[src/design/utf8s_pkg.sv]
// Shared types and constants for the UTF-8 sanitiser.
package utf8s_pkg;

    localparam logic [7:0] C_REPL_B0 = 8'hEF;
    localparam logic [7:0] C_REPL_B1 = 8'hBF;
    localparam logic [7:0] C_REPL_B2 = 8'hBD;

    localparam int unsigned C_QUEUE_DEPTH = 2;

    typedef logic [7:0] t_byte;

    typedef struct packed {
        logic [2:0]       rep_cnt;
        logic [2:0]       pass_cnt;
        t_byte [3:0]      pass_bytes;
        logic             chunk_end;
        logic             loss;
    } t_cmd;

    typedef struct packed {
        logic push;
        t_cmd cmd;
    } t_push;

    typedef struct packed {
        logic valid;
        t_cmd cmd;
    } t_head;

endpackage

[src/design/utf8s_ifs.sv]
// Valid/ready channel interfaces for the sanitiser input and output words.
interface utf8s_in_if;
    logic       valid;
    logic       ready;
    logic [7:0] in_byte;
    logic       chunk_end;

    modport source (output valid, output in_byte, output chunk_end, input ready);
    modport sink (input valid, input in_byte, input chunk_end, output ready);
endinterface

interface utf8s_out_if;
    logic       valid;
    logic       ready;
    logic [7:0] out_byte;
    logic       out_last;
    logic       out_chunk_end;
    logic       loss_seen;

    modport source (output valid, output out_byte, output out_last, output out_chunk_end,
                    output loss_seen, input ready);
    modport sink (input valid, input out_byte, input out_last, input out_chunk_end,
                  input loss_seen, output ready);
endinterface

[src/design/utf8_sanitizer_core.sv]
// Top level of the UTF-8 sanitiser: front end, command queue and back end.
//
//  Channel   Dir  Payload                                        Accepted when
//  i_in      in   in_byte[7:0], chunk_end                         valid && ready
//  o_out     out  out_byte[7:0], out_last, out_chunk_end,         valid && ready
//                 loss_seen
//
// An input word is taken every cycle while the two-entry command queue has room.
// The back end delivers one output word per cycle while output ready is high. An input
// word yields one output word for plain text, three per replacement, and up to
// twelve for a broken sequence closed by a chunk end.
// Reset is synchronous and active low; it clears the pending sequence, the loss flag,
// the queue and the output register. There is no clearing pass.
// Input ready falls only while the queue is full; the output register holds its word
// while output ready is low.
module utf8_sanitizer_core import utf8s_pkg::*; (
    input  logic         i_clk,
    input  logic         i_rst_n,
    utf8s_in_if.sink     i_in,
    utf8s_out_if.source  o_out
);

    t_push push;
    t_head head;
    logic  full;
    logic  pop;

    utf8s_front u_front (
        .i_clk       (i_clk),
        .i_rst_n     (i_rst_n),
        .i_valid     (i_in.valid),
        .i_byte      (i_in.in_byte),
        .i_chunk_end (i_in.chunk_end),
        .i_full      (full),
        .o_ready     (i_in.ready),
        .o_push      (push)
    );

    utf8s_queue u_queue (
        .i_clk   (i_clk),
        .i_rst_n (i_rst_n),
        .i_push  (push),
        .i_pop   (pop),
        .o_full  (full),
        .o_head  (head)
    );

    utf8s_back u_back (
        .i_clk       (i_clk),
        .i_rst_n     (i_rst_n),
        .i_head      (head),
        .i_ready     (o_out.ready),
        .o_pop       (pop),
        .o_valid     (o_out.valid),
        .o_byte      (o_out.out_byte),
        .o_last      (o_out.out_last),
        .o_chunk_end (o_out.out_chunk_end),
        .o_loss      (o_out.loss_seen)
    );

endmodule

[src/design/utf8s_front.sv]
// Front end: accepts input words, tracks the pending sequence and issues commands.
module utf8s_front import utf8s_pkg::*; (
    input  logic  i_clk,
    input  logic  i_rst_n,
    input  logic  i_valid,
    input  t_byte i_byte,
    input  logic  i_chunk_end,
    input  logic  i_full,
    output logic  o_ready,
    output t_push o_push
);

    t_byte      r_pend [3];
    logic [1:0] r_pcnt;
    logic [2:0] r_elen;
    logic       r_loss;

    t_byte      n_pend [3];
    logic [1:0] n_pcnt;
    logic [2:0] n_elen;
    logic       n_loss;

    logic       accept;
    logic       fits;
    logic       start;
    logic       from_pend;
    logic [2:0] lead_len;
    logic [2:0] reps;
    logic [2:0] pass;

    always_comb begin
        priority if (!i_byte[7]) begin
            lead_len = 3'd1;
        end else if (i_byte >= 8'hC2 && i_byte <= 8'hDF) begin
            lead_len = 3'd2;
        end else if (i_byte >= 8'hE0 && i_byte <= 8'hEF) begin
            lead_len = 3'd3;
        end else if (i_byte >= 8'hF0 && i_byte <= 8'hF4) begin
            lead_len = 3'd4;
        end else begin
            lead_len = 3'd0;
        end
    end

    always_comb begin
        fits = (i_byte[7:6] == 2'b10);
        if (r_pcnt == 2'd1) begin
            priority if (r_pend[0] == 8'hE0) begin
                fits = fits && (i_byte >= 8'hA0);
            end else if (r_pend[0] == 8'hED) begin
                fits = fits && (i_byte < 8'hA0);
            end else if (r_pend[0] == 8'hF0) begin
                fits = fits && (i_byte >= 8'h90);
            end else if (r_pend[0] == 8'hF4) begin
                fits = fits && (i_byte < 8'h90);
            end else begin
                fits = fits;
            end
        end
    end

    always_comb begin
        n_pend    = r_pend;
        n_pcnt    = r_pcnt;
        n_elen    = r_elen;
        reps      = 3'd0;
        pass      = 3'd0;
        from_pend = 1'b0;
        start     = 1'b0;

        if (r_pcnt == 2'd0) begin
            start = 1'b1;
        end else if (fits) begin
            if (({1'b0, r_pcnt} + 3'd1) >= r_elen) begin
                pass      = {1'b0, r_pcnt} + 3'd1;
                from_pend = 1'b1;
                n_pcnt    = 2'd0;
                n_elen    = 3'd0;
            end else begin
                n_pend[r_pcnt] = i_byte;
                n_pcnt         = r_pcnt + 2'd1;
            end
        end else begin
            reps   = {1'b0, r_pcnt};
            n_pcnt = 2'd0;
            n_elen = 3'd0;
            start  = 1'b1;
        end

        if (start) begin
            unique case (lead_len)
                3'd1: begin
                    pass = 3'd1;
                end
                3'd0: begin
                    reps = reps + 3'd1;
                end
                default: begin
                    n_pend[0] = i_byte;
                    n_pcnt    = 2'd1;
                    n_elen    = lead_len;
                end
            endcase
        end

        if (i_chunk_end && n_pcnt != 2'd0) begin
            reps   = reps + {1'b0, n_pcnt};
            n_pcnt = 2'd0;
            n_elen = 3'd0;
        end

        n_loss = r_loss || (reps != 3'd0);
    end

    assign o_ready = !i_full;
    assign accept  = i_valid && o_ready;

    always_comb begin
        o_push.push                = accept && (reps != 3'd0 || pass != 3'd0);
        o_push.cmd.rep_cnt         = reps;
        o_push.cmd.pass_cnt        = pass;
        o_push.cmd.pass_bytes[0]   = (from_pend && r_pcnt > 2'd0) ? r_pend[0] : i_byte;
        o_push.cmd.pass_bytes[1]   = (from_pend && r_pcnt > 2'd1) ? r_pend[1] : i_byte;
        o_push.cmd.pass_bytes[2]   = (from_pend && r_pcnt > 2'd2) ? r_pend[2] : i_byte;
        o_push.cmd.pass_bytes[3]   = i_byte;
        o_push.cmd.chunk_end       = i_chunk_end;
        o_push.cmd.loss            = n_loss;
    end

    always_ff @(posedge i_clk) begin
        if (!i_rst_n) begin
            r_pcnt <= 2'd0;
            r_elen <= 3'd0;
            r_loss <= 1'b0;
        end else if (accept) begin
            r_pcnt <= n_pcnt;
            r_elen <= n_elen;
            r_loss <= n_loss;
        end
    end

    always_ff @(posedge i_clk) begin
        if (accept) begin
            r_pend <= n_pend;
        end
    end

endmodule

[src/design/utf8s_queue.sv]
// Two-entry command queue between the front and back ends.
module utf8s_queue import utf8s_pkg::*; (
    input  logic  i_clk,
    input  logic  i_rst_n,
    input  t_push i_push,
    input  logic  i_pop,
    output logic  o_full,
    output t_head o_head
);

    t_cmd       r_mem [C_QUEUE_DEPTH];
    logic       r_wp;
    logic       r_rp;
    logic [1:0] r_count;

    assign o_full       = (r_count == 2'(C_QUEUE_DEPTH));
    assign o_head.valid = (r_count != 2'd0);
    assign o_head.cmd   = r_mem[r_rp];

    always_ff @(posedge i_clk) begin
        if (!i_rst_n) begin
            r_wp    <= 1'b0;
            r_rp    <= 1'b0;
            r_count <= 2'd0;
        end else begin
            if (i_push.push) begin
                r_wp <= ~r_wp;
            end
            if (i_pop) begin
                r_rp <= ~r_rp;
            end
            unique case ({i_push.push, i_pop})
                2'b10:   r_count <= r_count + 2'd1;
                2'b01:   r_count <= r_count - 2'd1;
                default: r_count <= r_count;
            endcase
        end
    end

    always_ff @(posedge i_clk) begin
        if (i_push.push) begin
            r_mem[r_wp] <= i_push.cmd;
        end
    end

`ifndef ASSERT_OFF
    a_count_range: assert property (@(posedge i_clk) disable iff (!i_rst_n)
        r_count <= 2'(C_QUEUE_DEPTH))
        else $error("queue occupancy out of range");
    a_no_overflow: assert property (@(posedge i_clk) disable iff (!i_rst_n)
        i_push.push |-> !o_full)
        else $error("push into full queue");
    a_no_underflow: assert property (@(posedge i_clk) disable iff (!i_rst_n)
        i_pop |-> o_head.valid)
        else $error("pop from empty queue");
`endif

endmodule

[src/design/utf8s_back.sv]
// Back end: expands queued commands into output words through an output register.
module utf8s_back import utf8s_pkg::*; (
    input  logic  i_clk,
    input  logic  i_rst_n,
    input  t_head i_head,
    input  logic  i_ready,
    output logic  o_pop,
    output logic  o_valid,
    output t_byte o_byte,
    output logic  o_last,
    output logic  o_chunk_end,
    output logic  o_loss
);

    logic [2:0] r_rep_done;
    logic [1:0] r_phase;
    logic [1:0] r_pidx;

    logic       r_ov;
    t_byte      r_obyte;
    logic       r_olast;
    logic       r_oend;
    logic       r_oloss;

    logic       load;
    logic       advance;
    logic       in_reps;
    logic       last;
    t_byte      cur_byte;

    assign load    = !r_ov || i_ready;
    assign advance = i_head.valid && load;
    assign in_reps = (r_rep_done < i_head.cmd.rep_cnt);

    always_comb begin
        if (in_reps) begin
            last = (r_phase == 2'd2) && ((r_rep_done + 3'd1) == i_head.cmd.rep_cnt)
                && (i_head.cmd.pass_cnt == 3'd0);
            unique case (r_phase)
                2'd0:    cur_byte = C_REPL_B0;
                2'd1:    cur_byte = C_REPL_B1;
                default: cur_byte = C_REPL_B2;
            endcase
        end else begin
            last     = (({1'b0, r_pidx} + 3'd1) == i_head.cmd.pass_cnt);
            cur_byte = i_head.cmd.pass_bytes[r_pidx];
        end
    end

    assign o_pop = advance && last;

    always_ff @(posedge i_clk) begin
        if (!i_rst_n) begin
            r_rep_done <= 3'd0;
            r_phase    <= 2'd0;
            r_pidx     <= 2'd0;
            r_ov       <= 1'b0;
        end else begin
            if (load) begin
                r_ov <= i_head.valid;
            end
            if (advance) begin
                if (last) begin
                    r_rep_done <= 3'd0;
                    r_phase    <= 2'd0;
                    r_pidx     <= 2'd0;
                end else if (in_reps) begin
                    if (r_phase == 2'd2) begin
                        r_phase    <= 2'd0;
                        r_rep_done <= r_rep_done + 3'd1;
                    end else begin
                        r_phase <= r_phase + 2'd1;
                    end
                end else begin
                    r_pidx <= r_pidx + 2'd1;
                end
            end
        end
    end

    always_ff @(posedge i_clk) begin
        if (advance) begin
            r_obyte <= cur_byte;
            r_olast <= last;
            r_oend  <= last && i_head.cmd.chunk_end;
            r_oloss <= i_head.cmd.loss;
        end
    end

    assign o_valid     = r_ov;
    assign o_byte      = r_obyte;
    assign o_last      = r_olast;
    assign o_chunk_end = r_oend;
    assign o_loss      = r_oloss;

`ifndef ASSERT_OFF
    a_end_on_last: assert property (@(posedge i_clk) disable iff (!i_rst_n)
        (r_ov && r_oend) |-> r_olast)
        else $error("chunk end flagged on a word that is not the last of its step");
    a_cmd_not_empty: assert property (@(posedge i_clk) disable iff (!i_rst_n)
        i_head.valid |-> (i_head.cmd.rep_cnt != 3'd0 || i_head.cmd.pass_cnt != 3'd0))
        else $error("queued command yields no output words");
`endif

endmodule

[src/flat_wrapper.sv]
// flat-port wrapper written by rule: the top's interface ports become plain ports
module utf8_sanitizer_core_flat import utf8s_pkg::*;
  (i_clk, i_rst_n, i_in_valid, i_in_in_byte, i_in_chunk_end, i_in_ready, o_out_valid, o_out_out_byte, o_out_out_last, o_out_out_chunk_end, o_out_loss_seen, o_out_ready);
  utf8s_in_if i_in_i ();
  utf8s_out_if o_out_i ();
  input  logic i_clk;
  input  logic i_rst_n;
  input wire logic [$bits(i_in_i.valid)-1:0] i_in_valid;
  input wire logic [$bits(i_in_i.in_byte)-1:0] i_in_in_byte;
  input wire logic [$bits(i_in_i.chunk_end)-1:0] i_in_chunk_end;
  output wire logic [$bits(i_in_i.ready)-1:0] i_in_ready;
  output wire logic [$bits(o_out_i.valid)-1:0] o_out_valid;
  output wire logic [$bits(o_out_i.out_byte)-1:0] o_out_out_byte;
  output wire logic [$bits(o_out_i.out_last)-1:0] o_out_out_last;
  output wire logic [$bits(o_out_i.out_chunk_end)-1:0] o_out_out_chunk_end;
  output wire logic [$bits(o_out_i.loss_seen)-1:0] o_out_loss_seen;
  input wire logic [$bits(o_out_i.ready)-1:0] o_out_ready;
  assign i_in_i.valid = i_in_valid;
  assign i_in_i.in_byte = i_in_in_byte;
  assign i_in_i.chunk_end = i_in_chunk_end;
  assign i_in_ready = i_in_i.ready;
  assign o_out_valid = o_out_i.valid;
  assign o_out_out_byte = o_out_i.out_byte;
  assign o_out_out_last = o_out_i.out_last;
  assign o_out_out_chunk_end = o_out_i.out_chunk_end;
  assign o_out_loss_seen = o_out_i.loss_seen;
  assign o_out_i.ready = o_out_ready;
  utf8_sanitizer_core u_core (.i_clk(i_clk), .i_rst_n(i_rst_n), .i_in(i_in_i), .o_out(o_out_i));
endmodule
[config.mk]
export PLATFORM = sky130hd
export DESIGN_NAME = utf8_sanitizer_core_flat
export DESIGN_NICKNAME = d
export VERILOG_FILES = /design/src/design/utf8s_pkg.sv /design/src/design/utf8s_ifs.sv /design/src/design/utf8_sanitizer_core.sv /design/src/design/utf8s_front.sv /design/src/design/utf8s_queue.sv /design/src/design/utf8s_back.sv /design/src/flat_wrapper.sv
export SDC_FILE = /design/constraint.sdc
export NUM_CORES = 1
export LEC_CHECK = 0
export BUFFER_PORTS_ARGS = -buffer_cell sky130_fd_sc_hd__buf_4
export CORE_MARGIN = 2
export CORE_UTILIZATION = 49
export CTS_CLUSTER_DIAMETER = 120
export CTS_CLUSTER_SIZE = 20
export DETAILED_ROUTE_END_ITERATION = 10
export PLACE_DENSITY = 0.64
export SLEW_MARGIN = 40
export SYNTH_ARGS = -nofsm -noshare
export SYNTH_HDL_FRONTEND = slang
export SYNTH_SLANG_ARGS = --single-unit
export TNS_END_PERCENT = 5
[constraint.sdc]
create_clock -name i_clk -period 11.9 [get_ports i_clk]
set_input_delay 1.19 -clock i_clk [delete_from_list [all_inputs] [get_ports i_clk]]
set_output_delay 1.19 -clock i_clk [all_outputs]
set_load 0.1 [all_outputs]
# Word-level counts from Yosys, hierarchy flattened
# Memory sizes are Yosys's and may differ from the RTL's. A register that Yosys moved wholly into a read port is not among the register bits.
# Cells that the tools add are included.
# classes
n_reduce_logical	40
n_addsub	10
bitwise	5
n_eq_ne	15
n_lt_le_gt_ge	18
muxes	65
# ops
cell	n
24-bit 2-to-1 mux	3
8-bit 2-to-1 mux	8
3-bit 2-to-1 mux	21
8-bit greater-or-equal comparator, second input constant	5
8-bit == test, second input constant	4
2-bit 2-to-1 mux	13
24-bit bitwise mux	1
8-bit less-or-equal comparator, second input constant	3
1-bit logical AND	19
8-bit binary-select mux with 2-bit select	1
8-bit demux with 2-bit select	1
8-bit < comparator, second input constant	2
1-bit 2-to-1 mux	15
7-bit one-hot mux with 2 select lines	1
2-bit nonzero test	5
2-bit by 1-bit adder with 2-bit output, second input constant	4
2-bit == test, second input constant	4
2-bit by 1-bit adder with 3-bit output, second input constant	2
3-bit by 1-bit adder with 3-bit output, second input constant	2
2-bit by 1-bit == test with 1-bit output, second input constant	3
3-bit == test	2
3-bit zero test	2
3-bit nonzero test	2
2-bit by 1-bit greater-than comparator with 1-bit output, second input constant	2
20 further kinds	28
# totals
inputBits	13
word_cells	171
ff_bits	53
ramBits	80
output_inout_bits	13
memories	1
# mem_list
memory	depth	width	read_ports	rd_clocked_by_memory_dff	wr	line_no	text
u_core.u_queue.r_mem	2	40	1	1	1	utf8s_queue.sv:11	t_cmd r_mem [C_QUEUE_DEPTH];

# Longest topological paths before layout
# logic_depth
ltp_word	19
ltp_mapped	20
depth_no_buf	20

# Hierarchy
# Synthesis repeated with hierarchy kept, for this count alone.
# unflattened
hier_cells	475
hier_area_um2	6532.5
# modules_own_cells
module	cells_each	seq_area_each_um2	n_inst	area_each_um2
utf8s_queue	146	2502.4	1	3091.7
utf8s_front	228	840.8	1	2270.9
utf8s_back	101	490.5	1	1169.9

# Worst setup path after synthesis
# Ideal clock, no wire load.
# synth_timing
path_type	input -> register
start	input port i_in_in_byte[5]
end	memory u_core.u_queue.r_mem[0][0] (netlist bit), enable pin
path_buffers	2
t_arrival_ps	5495
setup_ps	437
cell_stages	15
t_required_ps	11463
setup_slack_ps	5967
cell_sequence	buf_6 > o2111ai_2 > a31oi_2 > buf_6 > o21ai_1 > inv_1 > ha_1 > nand2_1 > o22a_1 > fa_1 > nor3b_1 > o311a_1 > a211oi_2 > o31ai_4 > nor2_1
# synth_between
elab_chain_cells	19
word_cells_on_any_way	54
classes_between	add/sub (2); order compare (10); eq/ne (1); mux (26); reduce/logical (15)
# synth_lines
item	line_no	text
from (decl)	flat_wrapper.sv:9	input wire logic [$bits(i_in_i.in_byte)-1:0] i_in_in_byte;
8-bit < comparator	utf8s_front.sv:55	fits = fits && (i_byte < 8'h90);
1-bit logical AND	utf8s_front.sv:55	
1-bit 2-to-1 mux	utf8s_front.sv:54	end else if (r_pend[0] == 8'hF4) begin
1-bit 2-to-1 mux	utf8s_front.sv:52	end else if (r_pend[0] == 8'hF0) begin
1-bit 2-to-1 mux	utf8s_front.sv:50	end else if (r_pend[0] == 8'hED) begin
1-bit 2-to-1 mux	utf8s_front.sv:48	priority if (r_pend[0] == 8'hE0) begin
1-bit 2-to-1 mux	utf8s_front.sv:47	if (r_pcnt == 2'd1) begin
2-bit 2-to-1 mux	utf8s_front.sv:73	end else if (fits) begin
[... 3 more ...]	--	
3-bit 2-to-1 mux or 2-bit nonzero test (tied branches)	utf8s_front.sv:90, utf8s_front.sv:106	
3-bit by 2-bit adder with 3-bit output or 1-bit logical AND (tied branches)	utf8s_front.sv:107, utf8s_front.sv:106	
3-bit 2-to-1 mux	utf8s_front.sv:106	if (i_chunk_end && n_pcnt != 2'd0) begin
3-bit nonzero test	utf8s_front.sv:119	o_push.push = accept && (reps != 3'd0 || pass != 3'd0);
1-bit logical OR *	utf8s_front.sv:119	
1-bit logical AND *	utf8s_front.sv:119	
1-bit 2-to-1 mux *	utf8s_queue.sv:41	if (i_push.push) begin
1-bit 2-to-1 mux (implied by the code) *	utf8s_queue.sv:42	r_mem[r_wp] <= i_push.cmd;
to (decl)	utf8s_queue.sv:11	
# Mark *: on every way between the ends. The rest lies on a longest branch, timed or not.

# Worst setup path after layout
# layout_timing
start	register u_core.u_front.r_pcnt[1]
end	register u_core.u_queue.r_count[1]
# layout_between
elab_chain_cells	15
word_cells_on_any_way	35
classes_between	add/sub (4); order compare (1); eq/ne (3); mux (19); reduce/logical (8)
# layout_lines
item	line_no	text
from (decl)	utf8s_front.sv:14	logic [1:0] r_pcnt;
from (signal assigned)	utf8s_front.sv:136	r_pcnt <= n_pcnt;
parallel branches: the longest is 11 deep, another holds 2-bit by 1-bit adder with 3-bit output	--	
1-bit logical OR *	utf8s_front.sv:119	
1-bit logical AND *	utf8s_front.sv:119	
2-bit by 1-bit == test with 1-bit output or 2-bit == test (tied branches)	utf8s_queue.sv:32	unique case ({i_push.push, i_pop})
2-bit one-hot mux with 2 select lines or 2-bit nonzero test (tied branches)	--	
to (signal assigned)	utf8s_queue.sv:33	2'b10: r_count <= r_count + 2'd1;
to (signal assigned)	utf8s_queue.sv:34	2'b01: r_count <= r_count - 2'd1;
to (signal assigned)	utf8s_queue.sv:35	default: r_count <= r_count;
to (decl)	utf8s_queue.sv:14	logic [1:0] r_count;
# Every way passes the cells marked *.
# A chain may end at the register's enable or synchronous reset.

==> flow_metrics.env <==
export IMPL_async_reset_ff_share_pct=0
export IMPL_power_density_nw_per_um2=169
export IMPL_drt_iter0_markers=215
export IMPL_syn_inst=432
export IMPL_io_buffers=25
export IMPL_swShare_pct=26.3
export IMPL_grt_pass1_vias=3720
export IMPL_cp_top_family="compound AO/OA/AOI/OAI gates"
export IMPL_die_w_um=117
export IMPL_finalCritPeriodShare_pct=42.1
export IMPL_cts_resized_gates=0
export IMPL_htreeDepth=4
export IMPL_min_period_ns=5.01
export IMPL_die_area_sq_um=13700
export IMPL_worstRegToRegCells=18
export IMPL_maxSlewViolCount=0
export IMPL_critPathSlowestCell="a31oi_2"
export IMPL_p_leak_nw=2.46
export IMPL_worst_slew_pin_slew_ns=0.744
export IMPL_pwr_share_seq_pct=46.7
export IMPL_netlist_area_sq_um=6240
export IMPL_io_pins=26
export IMPL_cp_common_cell="ha_1"
export IMPL_critPathKind="register to register"
export IMPL_fmax_ghz=0.200
export IMPL_required_ns=12.24
export IMPL_post_drt_wl_per_cell_um=18.9
export IMPL_num_vias=3620
export IMPL_clock_power_share_pct=38.1
export IMPL_synth_cell_types=71
export IMPL_cts_inserted_buffers=17
export IMPL_viasPerCell=5.56
export IMPL_cap_violations=0
export IMPL_end_kind="register"
export IMPL_ys_ff_latch=134
export IMPL_worst_path_stages=18
export IMPL_clkSlewWorstSetupHoldPaths_ns=0.06
export IMPL_crit_arrival_ns=5.35
export IMPL_yosys_area_share_simple_pct=10.5
export IMPL_placed_area_sq_um=6650
export IMPL_grt_start_max_net_pins=27
export IMPL_synth_edff_count=115
export IMPL_min_to="u_core.u_front.r_loss$_SDFFE_PN0P_"
export IMPL_num_rows=41
export IMPL_cts_tree="built"
export IMPL_clkSinkCount=134
export IMPL_post_route_util_pct=57.3
export IMPL_clock_path_buffers=2
export IMPL_ys_warn_count=0
export IMPL_grt_use_total_pct=20.1
export IMPL_core_area_sq_um=12500
export IMPL_antenna_found_initial=0
export IMPL_yosys_area_share_xor_xnor_pct=1.54
export IMPL_remaining_drc_errors=0
export IMPL_dp_hpwl_um=8510
export IMPL_min_path_type="register to register"
export IMPL_synth_compound_area_share_pct=8.24
export IMPL_p_sw_mw=0.318
export IMPL_ir_drop_v=0.0000844
export IMPL_setup_violations=0
export IMPL_root_buffer="clkbuf_16"
export IMPL_rsz0062_at_grt="no"
export IMPL_synth_fp_nets=461
export IMPL_hold_violations=0
export IMPL_status="finished clean"
export IMPL_synth_adder_area_share_pct=3.33
export IMPL_r2r_end="u_core.u_queue.r_count[1]$_SDFFE_PN0P_"
export IMPL_start_util_pct=49.9
export IMPL_min_delay_start="u_core.u_front.r_loss$_SDFFE_PN0P_"
export IMPL_nets=496
export IMPL_critical_path_max_stage_delay_ns=0.56
export IMPL_grt_pass1_wl_um=19900
export IMPL_avgSynthCellArea_sq_um=14.4
export IMPL_final_area_sq_um=7170
export IMPL_synth_ff_type="edfxtp_1"
export IMPL_post_cts_buffers=0
export IMPL_cts_hold_buf=0
export IMPL_critPathBufInv=2
export IMPL_internal_power_mw=0.892
export IMPL_dr_pass1_iters=4
export IMPL_whs_path_depth=1
export IMPL_drive_above_1_share_pct=25.1
export IMPL_worstSetupStartpointType="register"
export IMPL_r2r_start="u_core.u_front.r_pcnt[1]$_SDFFE_PN0P_"
export IMPL_use_met2_pct=31.7
export IMPL_drtAntennaViolNets=0
export IMPL_n_antenna_cell=0
export IMPL_maxSlewHeadroom_pct=50.0
export IMPL_seq_area_frac_synth_pct=61.4
export IMPL_grt_ovfl_total=0
export IMPL_p_comb_share_pct=15.2
export IMPL_ff2ff_setup_slack_ns=6.89
export IMPL_drt_total_wl_um=12300
export IMPL_setup_tns_ns=0
export IMPL_gp_congestion=0.851
export IMPL_grt_use_met3_pct=5.25
export IMPL_crit_fanout=11
export IMPL_dieHeight_um=117
export IMPL_path_cells="inv_1, ha_1, nand4_1, a211o_1, a31oi_2, o21ai_1, inv_1, ha_1, nand2_1, o22a_1, fa_1, nor3b_1, o311a_1, a211oi_2, o31ai_4, ha_1, or3_1, a21boi_0"
export IMPL_finClkSkew_ns=0.00638
export IMPL_clk_latency_ns=0.42
export IMPL_grt_use_met1_pct=26.5
export IMPL_area_growth_syn_to_layout_pct=14.9
export IMPL_grt_busiest_layer="met2"
export IMPL_synth_top_family_by_area="multiplexers"
export IMPL_synthMuxAreaShare_pct=12.2
## synth_stat cells (5+ instances only)
library cell    n  area [sq um]
nor2b_1        14          87.6
edfxtp_1      115          3450
dfxtp_1        19           380
mux2_2         22           248
inv_1          17          63.8
nor2_1         19          71.3
clkbuf_1        6          22.5
nand3_1         5          25.0
xnor2_1         8          70.1
ha_1           15           188
o21ai_0        15          75.1
nand2_1        40           150
nand2b_1        8          50.1
and2_1          7          43.8
mux4_2         16           360
mux2i_1        14           140
## kinds of logic after synthesis
| family | Yosys count |
|---|---|
| fa+ha+maj | 16 |
| mux | 53 |
| buf+inv | 33 |
| xor+xnor | 11 |
| flops | 134 |
| compound gates | 65 |
| simple gates | 120 |
## stage by stage
| stage | power [mW] | worst slack, ns | instances | hold WS (ns) |
|---|---|---|---|---|
| 6_report | 1.21 | 6.89 | 651 | 0.456 |
| 5_1_grt | 1.26 | 6.60 | 651 | 0.472 |
| 4_1_cts | 1.22 | 6.90 | 651 | 0.459 |
| 3_5_place_dp | 0.760 | 6.52 | 620 | 0.447 |
| 3_3_place_gp | 0.749 | 6.35 | 616 | 0.448 |
| 2_1_floorplan | 0.707 | 5.97 | 432 | 0.434 |
## worst register-to-register path: stages, from the launching register on
cell,delay [ns]
dfxtp_1,0.36
inv_1,0.21
ha_1,0.31
nand4_1,0.12
a211o_1,0.29
a31oi_2,0.56
o21ai_1,0.26
inv_1,0.10
ha_1,0.14
nand2_1,0.05
o22a_1,0.21
fa_1,0.54
nor3b_1,0.21
o311a_1,0.21
a211oi_2,0.07
o31ai_4,0.41
ha_1,0.35
or3_1,0.36
a21boi_0,0.16
## routing by layer
| layer | vias to the layer above | part of all wire, % |
|---|---|---|
| li1 | 1717 | - |
| met3 | 26 | 4.5 |
| met5 | - | 0 |
| met4 | 0 | 2.6 |
| met2 | 84 | 49 |
| met1 | 1793 | 44 |
## layout by cell type (no fill, tap or decap), types with 3 or more instances in the layout
cell / n
a21boi_1: 3
a21o_1: 3
a21oi_1: 4
a22oi_1: 3
a32oi_1: 4
and2_1: 7
buf_4: 28
buf_8: 3
clkbuf_16: 17
clkinv_1: 4
clkinv_2: 4
dfxtp_1: 19
edfxtp_1: 115
ha_1: 15
inv_1: 17
mux2_2: 22
mux2i_1: 14
mux4_2: 16
nand2_1: 40
nand2b_1: 8
nand3_1: 5
nor2_1: 17
nor2_4: 3
nor2b_1: 14
nor3_1: 4
o21a_1: 3
o21ai_0: 15
o21ai_1: 3
o31ai_1: 4
or3_2: 3
xnor2_1: 8
xor2_1: 3
## how the worst max path moves through the flow
stage | start | to | slack (ns)
2_1_floorplan | i_in_in_byte[5] | u_core.u_queue.r_mem[0][0]$_DFFE_PP_ | 5.97
4_1_cts | u_core.u_front.r_pcnt[1]$_SDFFE_PN0P_ | u_core.u_queue.r_count[1]$_SDFFE_PN0P_ | 6.90
5_1_grt | u_core.u_front.r_pcnt[0]$_SDFFE_PN0P_ | u_core.u_queue.r_count[1]$_SDFFE_PN0P_ | 6.60
6_report | u_core.u_front.r_pcnt[1]$_SDFFE_PN0P_ | u_core.u_queue.r_count[1]$_SDFFE_PN0P_ | 6.89
3_3_place_gp | i_in_in_byte[5] | u_core.u_queue.r_mem[0][20]$_DFFE_PP_ | 6.35
3_5_place_dp | i_in_in_byte[4] | u_core.u_queue.r_count[1]$_SDFFE_PN0P_ | 6.52
## power by group through the flow
stage / logic (mW) / clock network [mW] / registers [mW]
6_report: 0.184 / 0.461 / 0.565
3_3_place_gp: 0.176 / 0 / 0.573
3_5_place_dp: 0.185 / 0 / 0.575
2_1_floorplan: 0.0890 / 0 / 0.618
4_1_cts: 0.186 / 0.470 / 0.566
5_1_grt: 0.198 / 0.490 / 0.569
## final cells by class
cell class,count,area (sq um)
Inverter,17,63.8
Clock buffer,19,433
Timing Repair Buffer,32,283
Sequential cell,134,3830
Tap cell,172,215
Fill cell,1022,5350
Multi-Input combinational cell,265,2250
Clock inverter,12,88.8
(Power assumes the default switching activity.)
